## src/design/kthlt_pkg.sv

```systemverilog
// ----------------------------------------------------------------------------
// kthlt_pkg: shared types and constants of the k-th largest tracker
// Cell chain sizing, count widths, operation codes and the link and control
// records that travel between the cells and the top level.
// ----------------------------------------------------------------------------
package kthlt_pkg;

   localparam int MAX_K       = 64;
   localparam int VALUE_W     = 32;
   localparam int K_W         = 7;
   localparam int COUNT_W     = $clog2(MAX_K + 1);
   localparam int RSP_FIELD_W = VALUE_W + K_W;
   localparam int RSP_DATA_W  = ((RSP_FIELD_W + 7) / 8) * 8;

   // What the chain does with the incoming value in this transaction.
   typedef enum logic [1:0] {
      OP_HOLD    = 2'd0,
      OP_INSERT  = 2'd1,
      OP_REPLACE = 2'd2
   } op_type;

   // Broadcast to every cell.
   typedef struct packed {
      logic                       step;   // a transaction is taken this cycle
      logic                       clear;  // empty the set before the value
      op_type                     op;
      logic signed [VALUE_W-1:0]  value;
   } ctrl_type;

   // What a cell shows its neighbors.
   typedef struct packed {
      logic                       valid;  // holds a value after any clear
      logic                       above;  // empty, or holds a value > incoming
      logic signed [VALUE_W-1:0]  value;
   } link_type;

endpackage

```

## src/design/kthlt_outq.sv

```systemverilog
// ----------------------------------------------------------------------------
// kthlt_outq: two-entry result queue
// Holds finished results so the chain can take a new transaction while an
// earlier result still waits on the output side.
// ----------------------------------------------------------------------------
module kthlt_outq (
   input  logic                                clock,
   input  logic                                reset,
   input  logic                                push,
   input  logic [kthlt_pkg::RSP_FIELD_W-1:0]   push_data,
   output logic                                full,
   output logic                                out_valid,
   input  logic                                out_ready,
   output logic [kthlt_pkg::RSP_FIELD_W-1:0]   out_data
);
   import kthlt_pkg::*;

   logic [RSP_FIELD_W-1:0] entry_ff [2];
   logic                   head_ff, head_in;
   logic                   tail_ff, tail_in;
   logic [1:0]             fill_ff, fill_in;
   logic                   pop;

   assign full      = (fill_ff == 2'd2);
   assign out_valid = (fill_ff != 2'd0);
   assign out_data  = entry_ff[head_ff];
   assign pop       = out_valid & out_ready;

   always_comb begin
      head_in = pop  ? ~head_ff : head_ff;
      tail_in = push ? ~tail_ff : tail_ff;
      fill_in = fill_ff + {1'b0, push} - {1'b0, pop};
   end

   always_ff @(posedge clock) begin
      if (reset) begin
         head_ff <= 1'b0;
         tail_ff <= 1'b0;
         fill_ff <= 2'd0;
      end else begin
         head_ff <= head_in;
         tail_ff <= tail_in;
         fill_ff <= fill_in;
      end
      if (push) begin
         entry_ff[tail_ff] <= push_data;
      end
   end

endmodule

```

## config.mk

```make
export PLATFORM = sky130hd
export DESIGN_NAME = kthlt_outq
export DESIGN_NICKNAME = d
export VERILOG_FILES = /design/src/design/kthlt_pkg.sv /design/src/design/kthlt_outq.sv
export SDC_FILE = /design/constraint.sdc
export NUM_CORES = 1
export LEC_CHECK = 0
export ABC_CLOCK_PERIOD_IN_PS = 3000
export BUFFER_PORTS_ARGS = -buffer_cell sky130_fd_sc_hd__buf_2
export CORE_MARGIN = 1
export CORE_UTILIZATION = 46
export CTS_CLUSTER_SIZE = 20
export DETAILED_ROUTE_END_ITERATION = 8
export HOLD_SLACK_MARGIN = 0.1
export PLACE_DENSITY = 0.79
export SYNTH_ARGS = -nofsm -noshare
export SYNTH_HDL_FRONTEND = slang
export SYNTH_SLANG_ARGS = --single-unit
```

## constraint.sdc

```tcl
create_clock -name clock -period 3 [get_ports clock]
set_clock_uncertainty 0.1 [all_clocks]
set_input_delay 0.45 -clock clock [delete_from_list [all_inputs] [get_ports clock]]
set_output_delay 0.45 -clock clock [all_outputs]
set_load 0.02 [all_outputs]
```

==> impl_metrics.json <==
{
  "setup_ws_ns": 0.654,
  "totalWireLength_um": 4920,
  "timing.rr.end": "entry_ff[1][20]$_DFFE_PP_",
  "period_share_pct": 78.2,
  "end_kind": "output pin",
  "cts_resized": 0,
  "cts_tree": "built",
  "drive_gt1_share_pct": 60.4,
  "tightestPinTransition_ns": 0.579,
  "path_max_fanout": 22,
  "use_met1_pct": 17.8,
  "fillers": 489,
  "syn_area_um2": 3100,
  "synth_top_area_share_pct": 75.5,
  "initial_core_util_pct": 48.3,
  "holdCritPathClass": "in -> reg",
  "pin_count": 84,
  "worst-setup-path-type": "reg -> out",
  "crit_required_ns": 2.45,
  "detailedPlace.worstSlack_ns": 0.997,
  "remaining_drc_errors": 12,
  "gr-total-overflow": 0,
  "synthCells": 144,
  "rows": 29,
  "grt_max_degree": 23,
  "finalSetupTns_ns": 0,
  "p_leak_nw": 1.50,
  "multi_input_area_um2": 621,
  "viasPerCell": 4.97,
  "rrSetupSlack_ns": 1.31,
  "gp_congestion": 0.704,
  "grt_pass1_wl_um": 7760,
  "syn_area_per_cell_um2": 21.5,
  "clock_sinks": 83,
  "r2r-start": "tail_ff$_SDFFE_PP0P_",
  "dieArea_um2": 7080,
  "synth-seq-area-share_pct": 78.7,
  "drtIter0Drc": 108,
  "holdPathEnd": "entry_ff[1][25]$_DFFE_PP_",
  "grt.busiest_layer": "met2",
  "gr-usage-met2_pct": 24.2,
  "cts_buffers": 9,
  "postCtsSetupRepairBufs": 0,
  "maxCapViolations": 0,
  "critPathArrivalTime_ns": 1.80,
  "synth_area_leader_cell": "edfxtp_1",
  "grt_usage_pct": 14.9,
  "setup_viol": 0,
  "final_nets": 282,
  "critPathLaunchType": "flip-flop",
  "yosys_warnings": 0,
  "slew_violations": 0,
  "final_antenna_net_count": 0,
  "first_pass_iters": 6,
  "crit_buf_inv": 2,
  "power_density_nw_per_um2": 786,
  "worst_slew_margin_rel_pct": 61.3,
  "htree_levels": 3,
  "cts_hold_buf": 0,
  "cts-root-buf": "clkbuf_8",
  "rsz0062_at_grt": "no",
  "cts.reportedPaths.clkPinSlew_ns": 0.08,
  "status": "finished with violations",
  "wire_per_inst_um": 15.5,
  "area_delta_synth_final_pct": 24.4,
  "fmax_mhz": 426,
  "min_from": "push_data[25]",
  "port_buffers": 83,
  "antenna_found_initial": 0,
  "ys_ff_latch": 83,
  "clk_latency_ns": 0.32,
  "ir_drop_v": 0.000524,
  "synth_nets": 189,
  "crit_family": "flip-flops",
  "num_vias": 1576,
  "hold_depth": 1,
  "worst-r2r-cell-count": 2,
  "die-width_um": 84.1,
  "core-area_um2": 6420,
  "hpwl_um": 3340,
  "die_h_um": 84.1,
  "cp_slowest_stage_delay_ns": 0.68,
  "final_cell_mix": "83 x buf_2, 78 x edfxtp_1, 31 x mux2_2, 10 x mux2_4, 9 x clkbuf_8",
  "violations": "DRC",
  "min_period_ns": 2.35,
  "critPathSlowestCell": "dfxtp_2",
  "use_met3_pct": 4.92,
  "synth.distinct_cells": 16,
  "layout_commonest_cell": "buf_2",
  "regArea_um2": 2440,
  "antenna_cells": 0,
  "synth_top_cells_by_area": "edfxtp_1 75%, mux2_2 11%, mux2_4 4.8%",
  "cts.path.max_buffers": 2,
  "path_cells": "buf_12 > mux2_2 > buf_2",
  "final_hold_viol_count": 0,
  "grt_pass1_vias": 1601
}
-- sequential cells by signal, summed over array words and instances, names as in the netlist, named ones only --
name,flops
fill_ff,2
entry_ff,78
tail_ff,1
head_ff,1
-- cells by family after synthesis --
group                      share of synthesized area [%]
DFF                                                 78.7
adders and majority gates                          0.806
and+or+nand+nor                                     1.57
buffers and inverters                               1.57
muxes                                               16.1
xor gates and xnor gates                            1.01
AOI/OAI and AO/OA                                  0.242
-- power breakdown --
part	switching [mW]	total, mW	internal (mW)
Sequential	0.0651	1.43	1.36
Combinational	0.352	0.693	0.341
Clock	0.367	0.911	0.544
-- per-layer routing --
metal | vias to the layer above | share of wire, %
met2 | 67 | 51
met1 | 761 | 39
met3 | 8 | 8.6
li1 | 740 | -
met4 | 0 | 1.2
met5 | - | 0
-- cell usage after synthesis --
| master | number |
|---|---|
| edfxtp_1 | 78 |
| mux2_2 | 31 |
| mux2_4 | 10 |
| dfxtp_1 | 5 |
| nor2b_1 | 4 |
| nor2_1 | 3 |
| buf_4 | 2 |
| ha_1 | 2 |
| inv_1 | 2 |
| and2_1 | 1 |
| buf_6 | 1 |
| buf_8 | 1 |
| o21a_1 | 1 |
| or2_2 | 1 |
| xnor2_1 | 1 |
| xnor3_1 | 1 |
-- final cells by class --
cell class,count,area share (%)
Sequential cell,83,63.3
Tap cell,77,2.50
Multi-Input combinational cell,55,16.1
Clock inverter,5,2.69
Inverter,2,0.195
Clock buffer,9,3.21
Timing Repair Buffer,86,12.0
-- worst max path at each step --
| stage | from | end | slack, ns | cells past startpoint |
|---|---|---|---|---|
| after floorplan | push | entry_ff[0][0]$_DFFE_PP_ | 0.26 | 1 |
| after global placement | flip-flop | out_data[27] | 1.00 | 3 |
| after detailed placement | flip-flop | out_data[14] | 1.0 | 3 |
| after CTS | flip-flop | out_data[14] | 0.60 | 3 |
| after global routing | flip-flop | out_data[27] | 0.54 | 3 |
| final | flip-flop | out_data[27] | 0.65 | 3 |
-- worst register-to-register path: stages, from the launching register on --
cell and delay (ns):
dfxtp_1 0.40, and2_2 0.46, buf_4 0.40
-- per-stage QoR --
step           hold WS (ns)  instance area [µm²]  utilization [%]  cells  power (mW)
4_1_cts               0.175                 3860             60.1    317        3.07
3_5_place_dp          0.470                 3630             56.5    303        2.15
6_report              0.199                 3860             60.1    317        3.03
3_3_place_gp          0.462                 3630             56.5    303        2.14
2_1_floorplan         0.396                 3100                -    144        1.96
5_1_grt               0.173                 3860             60.1    317        3.17
Note: power is estimated with default switching activity, not from simulation.
