[src/design/kthlt_pkg.sv]
// ----------------------------------------------------------------------------
// kthlt_pkg: shared types and constants of the k-th largest tracker
// Cell chain sizing, count widths, operation codes and the link and control
// records that travel between the cells and the top level.
// ----------------------------------------------------------------------------
package kthlt_pkg;

   localparam int MAX_K       = 64;
   localparam int VALUE_W     = 32;
   localparam int K_W         = 7;
   localparam int COUNT_W     = $clog2(MAX_K + 1);
   localparam int RSP_FIELD_W = VALUE_W + K_W;
   localparam int RSP_DATA_W  = ((RSP_FIELD_W + 7) / 8) * 8;

   // What the chain does with the incoming value in this transaction.
   typedef enum logic [1:0] {
      OP_HOLD    = 2'd0,
      OP_INSERT  = 2'd1,
      OP_REPLACE = 2'd2
   } op_type;

   // Broadcast to every cell.
   typedef struct packed {
      logic                       step;   // a transaction is taken this cycle
      logic                       clear;  // empty the set before the value
      op_type                     op;
      logic signed [VALUE_W-1:0]  value;
   } ctrl_type;

   // What a cell shows its neighbors.
   typedef struct packed {
      logic                       valid;  // holds a value after any clear
      logic                       above;  // empty, or holds a value > incoming
      logic signed [VALUE_W-1:0]  value;
   } link_type;

endpackage

[src/design/kthlt_cell.sv]
// ----------------------------------------------------------------------------
// kthlt_cell: one compare-and-shift cell of the sorted chain
// Holds one value and a valid flag; on each transaction keeps its value,
// takes the incoming value, or takes a neighbor's value.
// ----------------------------------------------------------------------------
module kthlt_cell (
   input  logic                clock,
   input  logic                reset,
   input  kthlt_pkg::ctrl_type ctrl,
   input  kthlt_pkg::link_type lower,     // neighbor one place down
   input  kthlt_pkg::link_type upper,     // neighbor one place up
   output kthlt_pkg::link_type self_link,
   output logic [kthlt_pkg::VALUE_W-1:0] value_next
);
   import kthlt_pkg::*;

   logic                      valid_ff, valid_in;
   logic signed [VALUE_W-1:0] value_ff, value_in;
   logic                      eff_valid;

   assign eff_valid = valid_ff & ~ctrl.clear;

   assign self_link.valid = eff_valid;
   assign self_link.above = ~eff_valid | (value_ff > ctrl.value);
   assign self_link.value = value_ff;

   always_comb begin
      value_in = value_ff;
      valid_in = valid_ff;
      if (ctrl.step) begin
         valid_in = eff_valid;
         unique case (ctrl.op)
            OP_INSERT: begin
               // shift up everything above the new value, grow by one
               valid_in = lower.valid;
               if (lower.above) begin
                  value_in = lower.value;
               end else if (self_link.above) begin
                  value_in = ctrl.value;
               end
            end
            OP_REPLACE: begin
               // drop the smallest: shift down what stays below the new value
               if (upper.valid && !upper.above) begin
                  value_in = upper.value;
               end else if (!self_link.above) begin
                  value_in = ctrl.value;
               end
            end
            OP_HOLD: begin
            end
            default: begin
            end
         endcase
      end
   end

   assign value_next = value_in;

   always_ff @(posedge clock) begin
      if (reset) begin
         valid_ff <= 1'b0;
      end else begin
         valid_ff <= valid_in;
      end
      value_ff <= value_in;
   end

endmodule

[config.mk]
export PLATFORM = sky130hd
export DESIGN_NAME = kthlt_cell
export DESIGN_NICKNAME = d
export VERILOG_FILES = /design/src/design/kthlt_pkg.sv /design/src/design/kthlt_cell.sv
export SDC_FILE = /design/constraint.sdc
export NUM_CORES = 1
export LEC_CHECK = 0
export BUFFER_PORTS_ARGS = -buffer_cell sky130_fd_sc_hd__buf_2
export CAP_MARGIN = 40
export CORE_ASPECT_RATIO = 1.5
export CORE_MARGIN = 3
export CORE_UTILIZATION = 43
export CTS_BUF_LIST = sky130_fd_sc_hd__clkbuf_8
export CTS_CLUSTER_DIAMETER = 100
export DETAILED_ROUTE_END_ITERATION = 7
export PLACE_DENSITY = 0.8
export REMOVE_ABC_BUFFERS = 1
export SLEW_MARGIN = 10
export SYNTH_ARGS = -nofsm -noshare
export SYNTH_HDL_FRONTEND = slang
export SYNTH_SLANG_ARGS = --single-unit
export TNS_END_PERCENT = 10
[constraint.sdc]
create_clock -name clock -period 2.7 [get_ports clock]
set_input_delay 0.27 -clock clock [delete_from_list [all_inputs] [get_ports clock]]
set_output_delay 0.27 -clock clock [all_outputs]
set_load 0.01 [all_outputs]
==> results of run 1 <==
==> what timing repair did <==
| action | CTS | global route |
|---|---|---|
| gates cloned | 2 | 1 |
| pin swaps | 28 | 30 |
| setup endpoints to repair | 61 | 65 |
| buffers inserted | 12 | 4 |
| resized for setup | 22 | 35 |
==> worst paths after layout <==
check                                      end  slack [ps]  depth (start not counted)
worst max-delay path            value_next[19]        -530                         13
worst min-delay path                  valid_ff         130                          2
worst max register to register     value_ff[1]        -130                         14
worst min register to register        valid_ff         550                          2
==> cells in the final DEF (no fill, tap or decap), drive strengths merged, types with 5 or more instances in the layout <==
| master | Yosys | layout |
|---|---|---|
| buf | 6 | 257 |
| o21ai | 73 | 74 |
| nand2 | 40 | 40 |
| inv | 36 | 36 |
| ha | 34 | 34 |
| dfxtp | 33 | 33 |
| a21oi | 33 | 33 |
| o211ai | 21 | 21 |
| a31oi | 21 | 21 |
| mux2i | 20 | 20 |
| a2bb2oi | 20 | 20 |
| a221o | 13 | 13 |
| a22oi | 12 | 12 |
| clkbuf | 29 | 8 |
| nand4 | 6 | 6 |
| nand3 | 6 | 6 |
| nor2 | 5 | 5 |
==> state kept, by name, indices dropped and copies added, names as in the netlist <==
signal    count
valid_ff      1
value_ff     32
==> cell type report <==
type,instances,share of cell area
Multi-Input combinational cell,330,0.496
Timing Repair Buffer,258,0.308
Sequential cell,33,0.127
Inverter,36,0.0257
Tap cell,100,0.0238
Clock buffer,7,0.0183
Clock inverter,1,0.000953
==> cells by family (layout without fill, tap and decap cells) <==
family	Yosys count	after routing	synth area share
adders and majority gates	34	34	0.132
buffers and inverters	71	302	0.0887
and+or+nand+nor	73	73	0.107
AOI/OAI and AO/OA	202	203	0.406
DFF	33	33	0.205
muxes	20	20	0.0620
==> metal layers <==
| metal | vias to the layer above | GRT usage | wire length (um) | share of wire |
|---|---|---|---|---|
| met1 | 2121 | 0.304 | 4860 | 0.35 |
| met2 | 264 | 0.573 | 7390 | 0.54 |
| met4 | 0 | 0.192 | 662 | 0.048 |
| met3 | 74 | 0.0417 | 829 | 0.060 |
| li1 | 2105 | - | - | - |
| met5 | - | 0 | 0 | 0 |
==> power groups by stage <==
stage / combinational [mW] / clock [mW] / sequential, mW
5_1_grt: 1.38 / 0.451 / 0.637
3_3_place_gp: 1.05 / 0 / 0.617
2_1_floorplan: 0.468 / 0 / 0.676
3_5_place_dp: 1.08 / 0 / 0.622
6_report: 1.27 / 0.436 / 0.628
4_1_cts: 1.16 / 0.437 / 0.613
==> per-stage QoR <==
stage	instance area (um^2)	power (mW)	cells	hold WS [ps]	setup TNS, ps
after CTS	4980	2.21	760	129	-17070
after global placement	4620	1.67	738	433	-15820
final	5250	2.33	765	131	-15620
after floorplan	3080	1.14	398	342	-80220
after detailed placement	4620	1.70	738	443	-21650
after global routing	5250	2.47	765	136	-21340
==> impl_metrics.env, run 1 <==
export IMPL_cp_max_fo=5
export IMPL_antenna_found_initial=0
export IMPL_post_dp_hpwl_um=9510
export IMPL_ys_warn_count=0
export IMPL_p_clk_frac=0.187
export IMPL_drc=0
export IMPL_powerDensity_nw_per_um2=444
export IMPL_cp_num_buf_inv=4
export IMPL_cts_tree="done"
export IMPL_seq_area_um2=668
export IMPL_die_area_um2=8610
export IMPL_tightestPinTransition_ps=759
export IMPL_crit_slowest_cell="dfxtp_2"
export IMPL_hold_viol=0
export IMPL_path_clk_slew_ps=80
export IMPL_grt_overflow=0
export IMPL_route_vias_total=4564
export IMPL_die_y_um=112
export IMPL_synth_edf_count=0
export IMPL_finish_utilization=0.722
export IMPL_multiInputGateArea_um2=2600
export IMPL_cts_buffers=5
export IMPL_finalSetupViolations=36
export IMPL_post_route_min_period_ps=3230
export IMPL_p_sw_uw=926
export IMPL_clockBufferDepth=2
export IMPL_layout_nets=804
export IMPL_r2r_start="value_ff[10]"
export IMPL_arrival_ps=2960
export IMPL_synth_common_cells="o21ai_0, nand2_1, inv_1"
export IMPL_diodes=0
export IMPL_comb_power_share=0.544
export IMPL_fp_dieW_um=76.8
export IMPL_viasPerCell=5.97
export IMPL_irDropWorstVdd_v=0.000296
export IMPL_hp_class="input pin to flip-flop"
export IMPL_coreArea_um2=7270
export IMPL_cts_sinks=33
export IMPL_dr_first_iter_drc_count=417
export IMPL_synth_ff_type="dfxtp_1"
export IMPL_violations="setup timing"
export IMPL_yosysMostFrequentCell="o21ai_0"
export IMPL_crit_type="flip-flop to output port"
export IMPL_clock_skew_ps=11.4
export IMPL_wl_per_cell_um=18.0
export IMPL_final_setup_worst_slack_ps=-527
export IMPL_area_growth_pct=62.7
export IMPL_drt_first_pass_iters=6
export IMPL_place_gp_congestion=0.871
export IMPL_synth_cell_types=37
export IMPL_ys_seq_elements=33
export IMPL_power_switching_share=0.397
export IMPL_num_io_pins=172
export IMPL_synth_area_top_cells="dfxtp_1, ha_1, o21ai_0"
export IMPL_fill_cells=592
export IMPL_syn_area_um2=3230
export IMPL_io_buffers=171
export IMPL_async_flop_share=0
export IMPL_grt_pass1_vias=4745
export IMPL_hold_buffers=0
export IMPL_end_kind="output port"
export IMPL_rows=38
export IMPL_path_delay_family="simple AND/OR/NAND/NOR gates"
export IMPL_htree_levels=2
export IMPL_yosysTopAreaCellShare=0.205
export IMPL_clockRootBuffer="clkbuf_8"
export IMPL_synthCells=433
export IMPL_status="finished with violations"
export IMPL_holdCritStartpoint="reset"
export IMPL_initial_core_util=0.444
export IMPL_finalWirelength_um=13700
export IMPL_grt_max_degree=43
export IMPL_p_seq_frac=0.269
export IMPL_critPathLaunchType="flip-flop"
export IMPL_syn_area_per_cell_um2=7.46
export IMPL_post_route_period_util=1.20
export IMPL_ys_seq_area_frac=0.205
export IMPL_crit_start="value_ff[10]"
export IMPL_rsz0062_at_grt="yes"
export IMPL_clock_latency_ps=290
export IMPL_crit_chain="ha_1 > nand4_1 > nor4_2 > buf_4 > and3_4 > a31oi_2 > o311ai_4 > and2_4 > buf_6 > a21boi_4 > clkbuf_16 > a221o_1 > buf_2"
export IMPL_fmax_mhz=310
export IMPL_drv_slew=0
export IMPL_dp_slack_ps=-621
export IMPL_p_leak_nw=2.55
export IMPL_grt_pass1_wl_um=21400
export IMPL_drv_cap=0
export IMPL_drtAntennaViolNets=0
export IMPL_grt_use_total=0.303
export IMPL_drive_above_1_share=0.471
export IMPL_crit_path_max_incr_delay_ps=340
export IMPL_worstPathRequired_ps=2430
export IMPL_internal_power_mw=1.41
export IMPL_yosys_area_top_type="dfxtp_1"
export IMPL_slew_headroom=0.494
No activity file was read; power rests on OpenSTA's default activity.
==> run 2: changes to the inputs <==
--- a/config.mk
+++ b/config.mk
@@ -6,9 +6,10 @@
 export NUM_CORES = 1
 export LEC_CHECK = 0
+export ABC_AREA = 1
 export BUFFER_PORTS_ARGS = -buffer_cell sky130_fd_sc_hd__buf_2
 export CAP_MARGIN = 40
 export CORE_ASPECT_RATIO = 1.5
 export CORE_MARGIN = 3
-export CORE_UTILIZATION = 43
+export CORE_UTILIZATION = 46
 export CTS_BUF_LIST = sky130_fd_sc_hd__clkbuf_8
 export CTS_CLUSTER_DIAMETER = 100
==> constraint.sdc (replaced) <==
create_clock -name clock -period 2.7 [get_ports clock]
set_input_delay 0.27 -clock clock [delete_from_list [all_inputs] [get_ports clock]]
set_output_delay 0.27 -clock clock [all_outputs]
set_load 0.05 [all_outputs]
==> run 2 against run 1 <==
The run still ends with setup timing left. Setup slack gained 250 ps. Clock power shrank 6.2%. Critical path depth grew 7. Maximum frequency grew 8.2%. Routed wire length grew 9.3%. Power grew 71%. Clock-buffer cell count shrank 1. Synthesized area grew 27%. Design area grew 22%. Combinational power grew 130%. Critical path type unchanged. Largest cell class unchanged. Highest routed layer unchanged.
==> impl_metrics.env, run 2 <==
export IMPL_cts_sinks=33
export IMPL_cts_tree="done"
export IMPL_hold_viol=0
export IMPL_p_leak_nw=3.61
export IMPL_post_dp_hpwl_um=9530
export IMPL_ys_seq_area_frac=0.161
export IMPL_crit_type="flip-flop to output port"
export IMPL_drv_cap=0
export IMPL_async_flop_share=0
export IMPL_synth_edf_count=0
export IMPL_drive_above_1_share=0.394
export IMPL_tightestPinTransition_ps=450
export IMPL_post_route_min_period_ps=2980
export IMPL_grt_max_degree=65
export IMPL_die_y_um=122
export IMPL_io_buffers=171
export IMPL_cp_num_buf_inv=4
export IMPL_crit_start="value_ff[5]"
export IMPL_top_register="value_ff"
export IMPL_hold_buffers=0
export IMPL_drv_slew=0
export IMPL_violations="setup timing"
export IMPL_finalWirelength_um=15000
export IMPL_fill_cells=654
export IMPL_end_kind="output port"
export IMPL_wl_per_cell_um=13.9
export IMPL_hp_class="input pin to flip-flop"
export IMPL_syn_area_per_cell_um2=5.46
export IMPL_final_common_cell="nand2_1"
export IMPL_clockRootBuffer="clkbuf_8"
export IMPL_r2r_start="value_ff[5]"
export IMPL_viasPerCell=5.22
export IMPL_arrival_ps=2710
export IMPL_grt_pass1_vias=4927
export IMPL_route_vias_total=5641
export IMPL_slew_headroom=0.699
export IMPL_rows=41
export IMPL_crit_slowest_cell="dfxtp_2"
export IMPL_clockBufferDepth=2
export IMPL_crit_path_max_incr_delay_ps=360
export IMPL_drc=0
export IMPL_crit_chain="ha_4 > a21oi_2 > nor2_1 > nor2_1 > nand2_1 > nand2_1 > nand2_2 > nand2_2 > nand2_2 > nand2_2 > nand3_4 > buf_6 > buf_12 > nand3_1 > nand3_1 > nand2_1 > nand3_1 > nand2_1 > inv_2 > buf_8"
export IMPL_area_growth_pct=55.8
export IMPL_worst_path_stages=20
export IMPL_holdPathStages=2
export IMPL_yosys_area_top_type="nand3_1"
export IMPL_reg_top3="value_ff: 32 flops, valid_ff: 1 flops"
export IMPL_final_setup_worst_slack_ps=-282
export IMPL_largest_reg_flops=32
export IMPL_ys_warn_count=0
export IMPL_post_route_period_util=1.10
export IMPL_drt_first_pass_iters=5
export IMPL_drtAntennaViolNets=0
export IMPL_synth_cell_types=23
export IMPL_cts_buffers=5
export IMPL_grt_pass1_wl_um=21600
export IMPL_die_area_um2=10100
export IMPL_fmax_mhz=335
export IMPL_synthCells=753
export IMPL_cp_max_fo=6
export IMPL_num_io_pins=172
export IMPL_irDropWorstVdd_v=0.000511
export IMPL_total_power_mw=3.98
export IMPL_r2r_worst_path_cells=21
export IMPL_synth_common_cells="nand2_1, nand3_1, inv_1"
export IMPL_status="finished with violations"
export IMPL_antenna_found_initial=1
export IMPL_synth_area_top_cells="nand3_1, nand2_1, dfxtp_1"
export IMPL_powerDensity_nw_per_um2=622
export IMPL_holdCritStartpoint="reset"
export IMPL_path_clk_slew_ps=80
export IMPL_yosysMostFrequentCell="nand2_1"
export IMPL_grt_use_total=0.252
export IMPL_dp_slack_ps=-140
export IMPL_clock_skew_ps=5.73
export IMPL_layout_common_cells="nand2_1, nand3_1, buf_2, inv_1, buf_4"
export IMPL_rsz0062_at_grt="yes"
export IMPL_grt_overflow=0
export IMPL_htree_levels=2
export IMPL_fp_dieW_um=83.2
export IMPL_path_delay_family="simple AND/OR/NAND/NOR gates"
export IMPL_clock_latency_ps=300
export IMPL_place_gp_congestion=0.829
export IMPL_yosysTopAreaCellShare=0.197
export IMPL_worstPathRequired_ps=2430
export IMPL_initial_core_util=0.480
export IMPL_syn_area_um2=4110
export IMPL_coreArea_um2=8570
export IMPL_synth_ff_type="dfxtp_1"
export IMPL_dr_first_iter_drc_count=329
export IMPL_ys_seq_elements=33
export IMPL_finalSetupViolations=32
export IMPL_critPathLaunchType="flip-flop"
export IMPL_layout_nets=1112
run 2: changes by cell type after synthesis, sizes merged, moves of 20 or more:
| cell | change |
|---|---|
| nor2 | +71 |
| o211ai | -21 |
| inv | +75 |
| a2bb2oi | -20 |
| or2 | +31 |
| mux2i | -20 |
| nand2 | +162 |
| a31oi | -21 |
| o21ai | -38 |
| nand3 | +157 |
run 2: through the flow:
stage                     hold slack, ps  std cells  cell area, um^2  TNS [ps]  utilization
after floorplan                      349        707             3870   -188230            -
after global placement               440       1059             5530     -2750        0.645
after detailed placement             445       1059             5530     -3440        0.645
after CTS                            119       1066             5830     -4220        0.680
after global routing                 120       1080             6400    -12910        0.748
final                                128       1080             6400     -6970        0.748
run 2: worst paths after layout:
path,to,slack (ps)
worst max-delay path,value_next[15],-280
worst min-delay path,valid_ff,130
worst max register to register,value_ff[15],80
worst min register to register,valid_ff,530
run 2: metal layers:
layer	track usage	vias up	share of wire
li1	-	2809	-
met1	0.281	2515	0.37
met2	0.475	258	0.51
met3	0.0345	59	0.066
met4	0.108	0	0.050
met5	0	-	0
run 2: what timing repair did:
action,CTS,global route
pin swaps,0,25
hold endpoints to repair,0,0
setup buffers,0,7
cloned,0,6
resized for setup,69,99
endpoints found under the setup margin,33,33
run 2: cells by family after synthesis:
kind of cell / share of synthesized area
flip-flops: 0.161
AND/OR/NAND/NOR: 0.505
buffers and inverters: 0.162
AO/OA/AOI/OAI: 0.0685
adder cells (fa/ha/maj): 0.103
run 2: final cells by class:
| type | instances | area [um^2] | area share |
|---|---|---|---|
| multi-input combinational | 562 | 3140 | 0.491 |
| timing repair buffer | 258 | 1940 | 0.303 |
| sequential | 33 | 681 | 0.106 |
| inverter | 112 | 420 | 0.0656 |
| tap | 107 | 134 | 0.0209 |
| clock buffer | 6 | 82.6 | 0.0129 |
| clock inverter | 1 | 3.75 | 0.000586 |
| antenna | 1 | 2.50 | 0.000391 |
run 2: report_power, final:
group,total [mW],switching [mW],internal (mW)
logic,2.88,1.74,1.13
registers,0.696,0.0919,0.604
clock network,0.409,0.210,0.199
